## config.mk

```make
export PLATFORM = sky130hd
export DESIGN_NAME = console_line_assembler_top_flat
export DESIGN_NICKNAME = d
export VERILOG_FILES = /design/src/hw/rtl/cla_pkg.sv /design/src/hw/rtl/cla_if.sv /design/src/hw/rtl/cla_ram.sv /design/src/hw/rtl/console_line_assembler_top.sv /design/src/flat_wrapper.sv
export SDC_FILE = /design/constraint.sdc
export NUM_CORES = 1
export LEC_CHECK = 0
export ABC_AREA = 0
export BUFFER_PORTS_ARGS = -buffer_cell sky130_fd_sc_hd__buf_2
export CAP_MARGIN = 5
export CORE_MARGIN = 10
export CORE_UTILIZATION = 40
export CTS_CLUSTER_DIAMETER = 150
export DETAILED_ROUTE_END_ITERATION = 6
export PLACE_DENSITY = 0.68
export SETUP_SLACK_MARGIN = 0.1
export SLEW_MARGIN = 20
export SYNTH_ARGS = -nofsm -noshare
export SYNTH_HDL_FRONTEND = slang
export SYNTH_SLANG_ARGS = --single-unit
```

## constraint.sdc

```tcl
create_clock -name clk_i -period 3.15 [get_ports clk_i]
set_clock_uncertainty 0.15 [all_clocks]
set_input_delay 0.315 -clock clk_i [delete_from_list [all_inputs] [get_ports clk_i]]
set_output_delay 0.315 -clock clk_i [all_outputs]
set_load 0.03 [all_outputs]
```

## src/hw/rtl/cla_pkg.sv

```systemverilog
// ----------------------------------------------------------------------------
// Console line assembler package
// Shared widths, character codes and result kinds of the line assembler.
// ----------------------------------------------------------------------------
package cla_pkg;

  localparam int unsigned BYTE_W         = 8;
  localparam int unsigned DATA_W         = 7;
  localparam int unsigned LIMIT_W        = 6;
  localparam int unsigned LINE_DEPTH_DEF = 32;

  localparam logic [LIMIT_W-1:0] LIMIT_RESET = 6'd32;

  localparam logic [DATA_W-1:0] CH_BS  = 7'h08;
  localparam logic [DATA_W-1:0] CH_LF  = 7'h0A;
  localparam logic [DATA_W-1:0] CH_CR  = 7'h0D;
  localparam logic [DATA_W-1:0] CH_DEL = 7'h7F;

  typedef enum logic [1:0] {
    KIND_ECHO = 2'd0,
    KIND_CHAR = 2'd1,
    KIND_END  = 2'd2
  } kind_e;

endpackage

```

## src/hw/rtl/cla_if.sv

```systemverilog
// ----------------------------------------------------------------------------
// Console line assembler channels
// Valid/ready channels for received bytes, results and the limit register.
// ----------------------------------------------------------------------------
interface cla_rx_if;
  logic                         valid;
  logic                         ready;
  logic [cla_pkg::BYTE_W-1:0]   rx_byte;

  modport source (output valid, output rx_byte, input ready);
  modport sink   (input valid, input rx_byte, output ready);
endinterface

interface cla_res_if;
  logic                         valid;
  logic                         ready;
  cla_pkg::kind_e               kind;
  logic [cla_pkg::DATA_W-1:0]   data;
  logic                         last;

  modport source (output valid, output kind, output data, output last, input ready);
  modport sink   (input valid, input kind, input data, input last, output ready);
endinterface

interface cla_cfg_if;
  logic                         valid;
  logic                         ready;
  logic [cla_pkg::LIMIT_W-1:0]  line_limit;

  modport source (output valid, output line_limit, input ready);
  modport sink   (input valid, input line_limit, output ready);
endinterface

```

## src/hw/rtl/cla_ram.sv

```systemverilog
// ----------------------------------------------------------------------------
// Console line assembler RAM
// Simple dual-port RAM, one write and one read port, registered read data.
// ----------------------------------------------------------------------------
module cla_ram #(
  parameter int unsigned WIDTH = cla_pkg::DATA_W,
  parameter int unsigned DEPTH = cla_pkg::LINE_DEPTH_DEF
) (
  input  logic                     clk_i,
  input  logic                     we_i,
  input  logic [$clog2(DEPTH)-1:0] waddr_i,
  input  logic [WIDTH-1:0]         wdata_i,
  input  logic                     re_i,
  input  logic [$clog2(DEPTH)-1:0] raddr_i,
  output logic [WIDTH-1:0]         rdata_o
);

  logic [WIDTH-1:0] mem_q [DEPTH];
  logic [WIDTH-1:0] rdata_q;

  always_ff @(posedge clk_i) begin
    if (we_i) begin
      mem_q[waddr_i] <= wdata_i;
    end
    if (re_i) begin
      rdata_q <= mem_q[raddr_i];
    end
  end

  assign rdata_o = rdata_q;

endmodule

```

## src/hw/rtl/console_line_assembler_top.sv

```systemverilog
// ----------------------------------------------------------------------------
// Console line assembler
// Echoes received console bytes and gathers them into command lines.
// ----------------------------------------------------------------------------
// Usage: bytes come in on rx_i, one word per byte; only bits 6..0 are used.
// Each byte gives a burst of result words on res_o: an echo word, for CR a
// second echo word carrying LF, and when a line ends the stored characters
// one word each, then an end word whose data is the line length. The final
// word of a burst has last set. An LF right after a CR gives no word at all.
// The line limit is written on cfg_i, which is always ready; the user must
// write it only while the block is idle, as the block does not enforce this.
// The first word of a burst is registered and presented in the cycle after
// the byte is accepted. While the receiver keeps ready high, one word leaves
// per cycle. The line characters live in a one-port-read RAM that is read
// one entry ahead of the output register, and while the receiver keeps ready
// high that read pipeline sets the pace of one character per cycle.
// A new byte is accepted only once the previous burst has been handed to the
// output register; when the receiver stalls, the output register holds its
// word and the sequencer waits. Reset empties the line, clears the CR
// history and sets the limit to 32; the RAM itself is not cleared.
// ----------------------------------------------------------------------------
module console_line_assembler_top #(
  parameter int unsigned LINE_DEPTH = cla_pkg::LINE_DEPTH_DEF
) (
  input  logic       clk_i,
  input  logic       rst_ni,
  cla_rx_if.sink     rx_i,
  cla_cfg_if.sink    cfg_i,
  cla_res_if.source  res_o
);

  localparam int unsigned DW = cla_pkg::DATA_W;
  localparam int unsigned FW = $clog2(LINE_DEPTH + 1);  // fill count width
  localparam int unsigned AW = $clog2(LINE_DEPTH);      // RAM address width

  typedef enum logic [1:0] {
    S_IDLE,
    S_ECHO_LF,
    S_CHAR,
    S_END
  } state_e;

  state_e                      state_q, state_d;
  logic [FW-1:0]               fill_q, fill_d;
  logic                        after_cr_q, after_cr_d;
  logic [FW-1:0]               len_q, len_d;
  logic [FW-1:0]               cnt_q, cnt_d;
  logic                        lf_line_q, lf_line_d;
  logic [cla_pkg::LIMIT_W-1:0] limit_q, limit_d;

  logic                        out_valid_q, out_valid_d;
  cla_pkg::kind_e              out_kind_q, out_kind_d;
  logic [DW-1:0]               out_data_q, out_data_d;
  logic                        out_last_q, out_last_d;

  logic          can_load;
  logic          rx_fire;
  logic [DW-1:0] ch;
  logic [FW-1:0] limit_eff;
  logic [FW-1:0] cnt_nx;

  logic          ram_we;
  logic [AW-1:0] ram_waddr;
  logic          ram_re;
  logic [AW-1:0] ram_raddr;
  logic [DW-1:0] ram_rdata;

  // The output register can take a new word when it is empty or being drained.
  assign can_load    = !out_valid_q || res_o.ready;
  assign rx_i.ready  = (state_q == S_IDLE) && can_load;
  assign rx_fire     = rx_i.valid && rx_i.ready;
  assign cfg_i.ready = 1'b1;
  assign ch          = rx_i.rx_byte[DW-1:0];
  assign cnt_nx      = cnt_q + FW'(1);

  // A limit of zero behaves as one, a limit beyond the store as the store size.
  always_comb begin
    if (limit_q == '0) begin
      limit_eff = FW'(1);
    end else if (7'(limit_q) > 7'(LINE_DEPTH)) begin
      limit_eff = FW'(LINE_DEPTH);
    end else begin
      limit_eff = FW'(limit_q);
    end
  end

  always_comb begin
    state_d     = state_q;
    fill_d      = fill_q;
    after_cr_d  = after_cr_q;
    len_d       = len_q;
    cnt_d       = cnt_q;
    lf_line_d   = lf_line_q;
    limit_d     = limit_q;
    out_valid_d = out_valid_q && !res_o.ready;
    out_kind_d  = out_kind_q;
    out_data_d  = out_data_q;
    out_last_d  = out_last_q;
    ram_we      = 1'b0;
    ram_waddr   = fill_q[AW-1:0];
    ram_re      = 1'b0;
    ram_raddr   = '0;

    if (cfg_i.valid) begin
      limit_d = cfg_i.line_limit;
    end

    case (state_q)
      S_IDLE: begin
        if (rx_fire) begin
          // Prefetch the first line character; it is only used if a line ends.
          ram_re    = 1'b1;
          ram_raddr = '0;
          cnt_d     = '0;
          lf_line_d = 1'b0;
          if (ch == cla_pkg::CH_LF && after_cr_q) begin
            // The LF of a CR LF pair is swallowed without any word.
            after_cr_d = 1'b0;
          end else begin
            out_valid_d = 1'b1;
            out_kind_d  = cla_pkg::KIND_ECHO;
            out_data_d  = ch;
            out_last_d  = 1'b0;
            if (ch == cla_pkg::CH_BS || ch == cla_pkg::CH_DEL) begin
              out_last_d = 1'b1;
              if (fill_q != '0) begin
                fill_d = fill_q - FW'(1);
              end
            end else if (ch == cla_pkg::CH_CR || ch == cla_pkg::CH_LF) begin
              // An empty line is sent as a single LF character.
              lf_line_d = (fill_q == '0);
              len_d     = (fill_q == '0) ? FW'(1) : fill_q;
              fill_d    = '0;
              if (ch == cla_pkg::CH_CR) begin
                after_cr_d = 1'b1;
                state_d    = S_ECHO_LF;
              end else begin
                state_d = S_CHAR;
              end
            end else begin
              after_cr_d = 1'b0;
              if (fill_q < limit_eff) begin
                ram_we     = 1'b1;
                fill_d     = fill_q + FW'(1);
                out_last_d = 1'b1;
              end else begin
                // A full line drops the byte and is sent one character short.
                len_d   = fill_q - FW'(1);
                fill_d  = '0;
                state_d = (fill_q == FW'(1)) ? S_END : S_CHAR;
              end
            end
          end
        end
      end
      S_ECHO_LF: begin
        if (can_load) begin
          out_valid_d = 1'b1;
          out_kind_d  = cla_pkg::KIND_ECHO;
          out_data_d  = cla_pkg::CH_LF;
          out_last_d  = 1'b0;
          state_d     = S_CHAR;
        end
      end
      S_CHAR: begin
        if (can_load) begin
          out_valid_d = 1'b1;
          out_kind_d  = cla_pkg::KIND_CHAR;
          out_data_d  = lf_line_q ? cla_pkg::CH_LF : ram_rdata;
          out_last_d  = 1'b0;
          cnt_d       = cnt_nx;
          if (cnt_nx == len_q) begin
            state_d = S_END;
          end else begin
            ram_re    = 1'b1;
            ram_raddr = cnt_nx[AW-1:0];
          end
        end
      end
      S_END: begin
        if (can_load) begin
          out_valid_d = 1'b1;
          out_kind_d  = cla_pkg::KIND_END;
          out_data_d  = DW'(len_q);
          out_last_d  = 1'b1;
          state_d     = S_IDLE;
        end
      end
      default: begin
        state_d = S_IDLE;
      end
    endcase
  end

  always_ff @(posedge clk_i or negedge rst_ni) begin
    if (!rst_ni) begin
      state_q     <= S_IDLE;
      fill_q      <= '0;
      after_cr_q  <= 1'b0;
      len_q       <= '0;
      cnt_q       <= '0;
      lf_line_q   <= 1'b0;
      limit_q     <= cla_pkg::LIMIT_RESET;
      out_valid_q <= 1'b0;
      out_kind_q  <= cla_pkg::KIND_ECHO;
      out_data_q  <= '0;
      out_last_q  <= 1'b0;
    end else begin
      state_q     <= state_d;
      fill_q      <= fill_d;
      after_cr_q  <= after_cr_d;
      len_q       <= len_d;
      cnt_q       <= cnt_d;
      lf_line_q   <= lf_line_d;
      limit_q     <= limit_d;
      out_valid_q <= out_valid_d;
      out_kind_q  <= out_kind_d;
      out_data_q  <= out_data_d;
      out_last_q  <= out_last_d;
    end
  end

  cla_ram #(
    .WIDTH (DW),
    .DEPTH (LINE_DEPTH)
  ) u_line_ram (
    .clk_i   (clk_i),
    .we_i    (ram_we),
    .waddr_i (ram_waddr),
    .wdata_i (ch),
    .re_i    (ram_re),
    .raddr_i (ram_raddr),
    .rdata_o (ram_rdata)
  );

  assign res_o.valid = out_valid_q;
  assign res_o.kind  = out_kind_q;
  assign res_o.data  = out_data_q;
  assign res_o.last  = out_last_q;

  // The fill count never runs past the store.
  assert property (@(posedge clk_i) disable iff (!rst_ni)
    fill_q <= FW'(LINE_DEPTH))
    else $error("fill count beyond line store");

  // While streaming characters the index stays below the line length.
  assert property (@(posedge clk_i) disable iff (!rst_ni)
    (state_q == S_CHAR) |-> (cnt_q < len_q))
    else $error("character index past line length");

  // An end word always closes its burst.
  assert property (@(posedge clk_i) disable iff (!rst_ni)
    (out_valid_q && out_kind_q == cla_pkg::KIND_END) |-> (out_last_q && state_q == S_IDLE))
    else $error("end word not last of burst");

  // A byte that is stored ends its burst and leaves the sequencer idle.
  assert property (@(posedge clk_i) disable iff (!rst_ni)
    ram_we |=> (state_q == S_IDLE && out_valid_q && out_last_q))
    else $error("stored byte did not end its burst");

endmodule
```

## src/flat_wrapper.sv

```systemverilog
// flat-port wrapper written by rule: the top's interface ports become plain ports
module console_line_assembler_top_flat 
#(
  parameter int unsigned LINE_DEPTH = cla_pkg::LINE_DEPTH_DEF
)
  (clk_i, rst_ni, rx_i_valid, rx_i_rx_byte, rx_i_ready, cfg_i_valid, cfg_i_line_limit, cfg_i_ready, res_o_valid, res_o_kind, res_o_data, res_o_last, res_o_ready);
  cla_rx_if rx_i_i ();
  cla_cfg_if cfg_i_i ();
  cla_res_if res_o_i ();
  input  logic clk_i;
  input  logic rst_ni;
  input wire logic [$bits(rx_i_i.valid)-1:0] rx_i_valid;
  input wire logic [$bits(rx_i_i.rx_byte)-1:0] rx_i_rx_byte;
  output wire logic [$bits(rx_i_i.ready)-1:0] rx_i_ready;
  input wire logic [$bits(cfg_i_i.valid)-1:0] cfg_i_valid;
  input wire logic [$bits(cfg_i_i.line_limit)-1:0] cfg_i_line_limit;
  output wire logic [$bits(cfg_i_i.ready)-1:0] cfg_i_ready;
  output wire logic [$bits(res_o_i.valid)-1:0] res_o_valid;
  output wire logic [$bits(res_o_i.kind)-1:0] res_o_kind;
  output wire logic [$bits(res_o_i.data)-1:0] res_o_data;
  output wire logic [$bits(res_o_i.last)-1:0] res_o_last;
  input wire logic [$bits(res_o_i.ready)-1:0] res_o_ready;
  assign rx_i_i.valid = rx_i_valid;
  assign rx_i_i.rx_byte = rx_i_rx_byte;
  assign rx_i_ready = rx_i_i.ready;
  assign cfg_i_i.valid = cfg_i_valid;
  assign cfg_i_i.line_limit = cfg_i_line_limit;
  assign cfg_i_ready = cfg_i_i.ready;
  assign res_o_valid = res_o_i.valid;
  assign res_o_kind = res_o_i.kind;
  assign res_o_data = res_o_i.data;
  assign res_o_last = res_o_i.last;
  assign res_o_i.ready = res_o_ready;
  console_line_assembler_top #(.LINE_DEPTH(LINE_DEPTH)) u_core (.clk_i(clk_i), .rst_ni(rst_ni), .rx_i(rx_i_i), .cfg_i(cfg_i_i), .res_o(res_o_i));
endmodule
```

# [Word level (Yosys, flattened, before mapping)]
# Memories as Yosys holds them, arrays and structs flattened. A register that Yosys moved wholly into a read port is not among the register bits.
# Cells that the tools add are included.
[totals] register_bits=39 ramBits=224 in_bits=19 out_inout_bits=13 elab_cells=132 memories=1
[op_classes] add_sub_neg=3 magnitude_cmp=2 eq_ne=22 mux=67 n_bitwise=2 reduce_logical=24
[memory_table] name="u_core.u_line_ram.mem_q" words=32 width=7 read_ports=1 rd_clocked_by_memory_dff=1 wr=1 line="cla_ram.sv:18" text="logic [WIDTH-1:0] mem_q [DEPTH];"
[ops] op="2-to-1 mux 6 bit" count=11
[ops] op="2-to-1 mux 7 bit" count=6
[ops] op="one-hot mux 7 bit (4 select lines)" count=1
[ops] op="2-to-1 mux 1 bit" count=27
[ops] op="2-to-1 mux 2 bit" count=13
[ops] op="== test 7 x 4 -> 1 bit (second input constant)" count=3
[ops] op="!= test 2 x 1 -> 1 bit (second input constant)" count=8
[ops] op="one-hot mux 2 bit (4 select lines)" count=2
[ops] op="2-to-1 mux 5 bit" count=3
[ops] op="adder 6 x 1 -> 6 bit (second input constant)" count=2
[ops] op="logical NOT 6 bit" count=2
[ops] op="one-hot mux 6 bit (2 select lines)" count=1
[ops] op="AND reduction 4 bit" count=3
[ops] op="AND reduction 5 bit" count=2
[ops] op="AND reduction 8 bit" count=1
[ops] op="== test 7 bit (second input constant)" count=1
[ops] op="== test 6 x 1 -> 1 bit (second input constant)" count=1
[ops] op="== test 6 bit" count=1
[ops] op="> comparator 6 bit (second input constant)" count=1
[ops] op="< comparator 6 bit" count=1
[ops] op="!= test 2 bit (second input constant)" count=3
[ops] op="nonzero test 6 bit" count=1
[ops] op="subtractor 6 x 1 -> 6 bit (second input constant)" count=1
[ops] op="== test 2 bit (second input constant)" count=2
[ops] op="15 further kinds" count=23

# [Logic depth before layout (Yosys ltp)]
[depth] word_depth=12 ltp_mapped=12 ltp_nobuf=9

# [Cells and area by module]
# From an unflattened synthesis, not the netlist that was laid out.
[hier_totals] hier_cells=650 hier_area_um2=11453.5
[modules_own_cells] mod="cla_ram" instances=1 cells_each=370 area_each_um2=8903.5
[modules_own_cells] mod="console_line_assembler_top" instances=1 cells_each=280 area_each_um2=2549.9

# [Least setup slack after synthesis]
# Ideal clock, no wire load.
[synth_path] path_kind="flip-flop to flip-flop" startpoint="register u_core.cnt_q[1]" endpoint="register u_core.u_line_ram.rdata_q[3] (netlist: u_core.u_line_ram.rdata_o[3]) (read register of u_core.u_line_ram.mem_q), data pin" arrival_time_ps=2784 t_required_ps=2728 setup_slack_ps=-56 path_stages_with_launch=12 n_path_buf=2 synth_period_minus_slack_ps=3206 path_cell_list="dfrtp_1 -> ha_1 -> clkbuf_1 -> xor2_1 -> nor2_1 -> nand3_2 -> o21ai_2 -> buf_2 -> mux2_2 -> o22ai_1 -> nor2_1 -> or4b_1"
[synth_between] elab_chain_len=5 elab_cells_between_ends=8
[synth_lines] element="from (decl)" line="console_line_assembler_top.sv:47" text="logic [FW-1:0] cnt_q, cnt_d;"
[synth_lines] element="from (signal assigned)" line="console_line_assembler_top.sv:213" text="cnt_q <= cnt_d;"
[synth_lines] element="adder 6 x 1 -> 6 bit *" line="console_line_assembler_top.sv:74" text="assign cnt_nx = cnt_q + FW'(1);"
[synth_lines] element="== test 6 bit" line="console_line_assembler_top.sv:172" text="if (cnt_nx == len_q) begin"
[synth_lines] element="2-to-1 mux 1 bit or 2-to-1 mux 5 bit (tied branches)" line="console_line_assembler_top.sv:172"
[synth_lines] element="2-to-1 mux 1 bit or 2-to-1 mux 5 bit (tied branches)" line="console_line_assembler_top.sv:166" text="if (can_load) begin"
[synth_lines] element="one-hot mux 1 bit (2 select lines) or 2-to-1 mux 5 bit (tied branches)"
[synth_lines] element="to (decl)" line="cla_ram.sv:19" text="logic [WIDTH-1:0] rdata_q;"
# Mark *: on every way between the ends. The rest lies on a longest branch, timed or not.
# A chain may end at the register's enable or synchronous reset.

# [Final worst setup path]
[layout_path] startpoint="register u_core.cnt_q[1]" endpoint="register u_core.u_line_ram.rdata_q[4] (netlist: u_core.u_line_ram.rdata_o[4]) (read register of u_core.u_line_ram.mem_q), data pin"
# Same word-level chain as after synthesis.

==> results.yml <==
outcome:
  outcome: "finished clean"
yosys:
  synth_top_area_cell: "edfxtp_1"
  synth_fp_nets: 917
  synth_flop_cell: "edfxtp_1"
  yosys.area_share.simple: 0.106
  ys_seq_area_frac: 0.665
  yosys.area_share.adder: 0.0168
  synth_top_area_share: 0.583
  synth_compound_area_frac: 0.106
  syn_inst: 882
  syn_area_um2: 11900
  synth_seq_cells: 270
  yosysUniqueCellTypes: 75
  synth_xor_area_frac: 0.0131
  synthMuxAreaShare: 0.0713
  yosysWarnings: 0
  ys_top_cells_by_area: "edfxtp_1 58%, dfrtp_1 8.0%, nor2_1 3.1%"
  async_flop_share: 0.144
  syn_avg_cell_area_um2: 13.5
  synth_edf_count: 231
  synth_top_family_by_area: "compound AO/OA/AOI/OAI gates"
setup_path:
  crit_path_top_delay_cell: "or4_1"
  cp.arrival_ns: 3.22
  crit_start: "u_core.cnt_q[1]$_DFFE_PN0P_"
  cp_num_buf_inv: 0
  r2r_cells: 9
  r2r_end: "u_core.u_line_ram.rdata_o[4]$_DFFE_PP_"
  endpoint_kind: "flop"
  start_kind: "flop"
  path_cells: "ha_4 -> xor2_1 -> nor2_1 -> nand3_2 -> o21ai_4 -> mux2_4 -> o22ai_2 -> nor2_2 -> or4_1"
  crit_family: "simple AND/OR/NAND/NOR gates"
  worstPathRequired_ns: 3.28
  cp_max_fo: 7
  reg2reg_from: "u_core.cnt_q[1]$_DFFE_PN0P_"
  worstSetupPathType: "reg -> reg"
  critPathMaxStageDelay_ns: 0.50
  reg2reg_slack_ns: 0.06
pwr:
  p_clk_frac: 0.267
  seq_power_share: 0.366
  vdd_drop_max_v: 0.000426
  power.switching_mw: 4.12
  p_int_mw: 7.83
  leakage_nw: 5.22
  switching_share: 0.345
  powerDensity_nw_per_um2: 816
  pwr-share-comb: 0.368
grt:
  track_usage: 0.175
  antenna_found_initial: 1
  grt_pass1_vias: 8214
  grt_max_degree: 40
  overflow: 0
  grt_pass1_wl_um: 49400
timing:
  rsz0062_at_grt: "true"
  finalSetupTns_ns: 0
  finalSetupViolCount: 0
  timing.fmax_ghz: 0.323
  worst_slew_pin_slew_ns: 0.885
  whs_ns: 0.157
  min_period_ns: 3.09
  slew_headroom: 0.410
  slew_viol_final: 0
  hold_viol_final: 0
  timing.final.crit_share: 0.982
min_path:
  hold_path.class: "in -> reg"
  hold_path_depth: 4
  hold_start: "rx_i_rx_byte[2]"
  hold_end: "u_core.res_o.data[2]$_DFFE_PN0P_"
clock_network:
  clkLatencyLatePin_ns: 0.54
  path_clk_slew_ns: 0.06
  root_buffer: "clkbuf_16"
  cts.htree.levels: 1
  cts_tree: "done"
  clock_sinks: 270
  numCtsBuffers: 29
  clk_path_buf_depth: 3
routing:
  drt-initial-drc-count: 720
  drt-pass1-iter-count: 7
  wl_per_cell_um: 22.2
  totalWireLength_um: 32400
  num_vias: 8207
  postRouteAntennaNets: 0
  drcViolationCount: 0
  viasPerCell: 5.63
place:
  place.port_buffers: 29
  gp_congestion: 0.915
  hpwlAfterDp_um: 22100
die:
  die_w_um: 192
  core-area_um2: 29500
  rows: 63
  die_h_um: 192
  start_util: 0.404
  io_pins: 32
  die-area_um2: 37100
final_layout:
  fillerInstances: 2552
  multi_input_area_um2: 3960
  layout.area.seq_um2: 7920
  nets: 1081
  drive_gt1_frac: 0.278
  final_cell_mix: "231 x edfxtp_1, 126 x buf_4, 93 x nor2_1, 70 x nand2_1, 36 x dfrtp_1"
  syn2layout_area_growth_pct: 23.1
  mostFrequentLayoutCell: "edfxtp_1"
flow_run:
  cap_violations: 0
==> kinds of logic after synthesis <==
logic type,count (synthesis)
other cells,1
mux,71
fa+ha+maj,16
xor+xnor,14
flops,270
buf+inv,58
simple gates,263
compound gates,189
==> how the worst max path moves through the flow <==
stage	slack, ns	cells past startpoint	end
final	0.06	9	u_core.u_line_ram.rdata_o[4]$_DFFE_PP_
after global placement	-0.02	10	u_core.u_line_ram.rdata_o[0]$_DFFE_PP_
after global routing	-0.02	10	u_core.u_line_ram.rdata_o[0]$_DFFE_PP_
after floorplan	0.12	11	u_core.u_line_ram.rdata_o[3]$_DFFE_PP_
after CTS	0.08	9	u_core.u_line_ram.rdata_o[0]$_DFFE_PP_
after detailed placement	-0.07	10	u_core.u_line_ram.rdata_o[3]$_DFFE_PP_
==> metrics by stage <==
stage	util	cell area [um2]	total power, mW	setup WS [ns]	std cells
after floorplan	-	12000	7.02	0.123	882
final	0.497	14600	12.0	0.0565	1459
after detailed placement	0.453	13300	8.57	-0.0680	1384
after global placement	0.453	13300	8.51	-0.0172	1384
after CTS	0.495	14600	11.9	0.0758	1458
after global routing	0.497	14600	12.5	-0.0202	1458
==> power by group through the flow <==
| stage | combinational [mW] | sequential [mW] | clock [mW] |
|---|---|---|---|
| 6_report | 4.39 | 4.37 | 3.19 |
| 5_1_grt | 4.74 | 4.39 | 3.42 |
| 4_1_cts | 4.31 | 4.37 | 3.24 |
| 3_5_place_dp | 4.13 | 4.44 | 0 |
| 3_3_place_gp | 4.08 | 4.43 | 0 |
| 2_1_floorplan | 2.52 | 4.49 | 0 |
==> layer usage <==
metal | track usage | up-vias | routed length, um | part of all wire
li1 | - | 3722 | - | -
met1 | 0.234 | 4125 | 13500 | 0.42
met2 | 0.284 | 288 | 15400 | 0.47
met3 | 0.0229 | 72 | 2330 | 0.072
met4 | 0.0671 | 0 | 1190 | 0.037
met5 | 0 | - | 0 | 0
==> worst reg2reg max path: cells and delay by family, from the launching register on <==
| family | cells | cell delay [ns] |
|---|---|---|
| flip-flops | 1 | 0.44 |
| adder cells (fa/ha/maj) | 1 | 0.25 |
| AO/OA/AOI/OAI | 2 | 0.55 |
| AND/OR/NAND/NOR | 4 | 0.92 |
| XOR/XNOR | 1 | 0.15 |
| multiplexers | 1 | 0.36 |
==> synthesized netlist by cell type (all sizes together) (13+ instances only) <==
cell    instances
o22ai          26
nor3           13
nand3          20
ha             16
inv            17
edfxtp        231
dfrtp          38
buf            19
a21oi          38
nand2          70
o221ai         14
mux2i          33
mux2           30
o21ai          46
nor2           99
clkbuf         22
==> sequential cells by signal, summed over array words and instances (netlist names) <==
name and count:
u_core.u_line_ram.mem_q 224, u_core.res_o.data 7, u_core.u_line_ram.rdata_o 7, u_core.cnt_q 6, u_core.fill_q 6, u_core.len_q 6
u_core.limit_q 6, u_core.res_o.kind 2, u_core.state_q 2, u_core.after_cr_q 1, u_core.lf_line_q 1, u_core.res_o.last 1
u_core.res_o.valid 1
==> final cells by class <==
class	instances	area share
well taps	390	0.0333
flip-flops and latches	270	0.540
multi-input cells	554	0.271
inverters	17	0.00436
clock buffers	37	0.0536
repair buffers	174	0.0897
clock inverters	16	0.00786
diodes	1	0.000171
==> repair_timing <==
item	CTS	global route
setup endpoints to repair	6	181
hold buffers	14	0
hold endpoints to repair	44	0
setup buffers	7	0
resized for setup	35	10
pin swaps	20	5
gates cloned	0	0
Note: power is estimated with default switching activity, not from simulation.
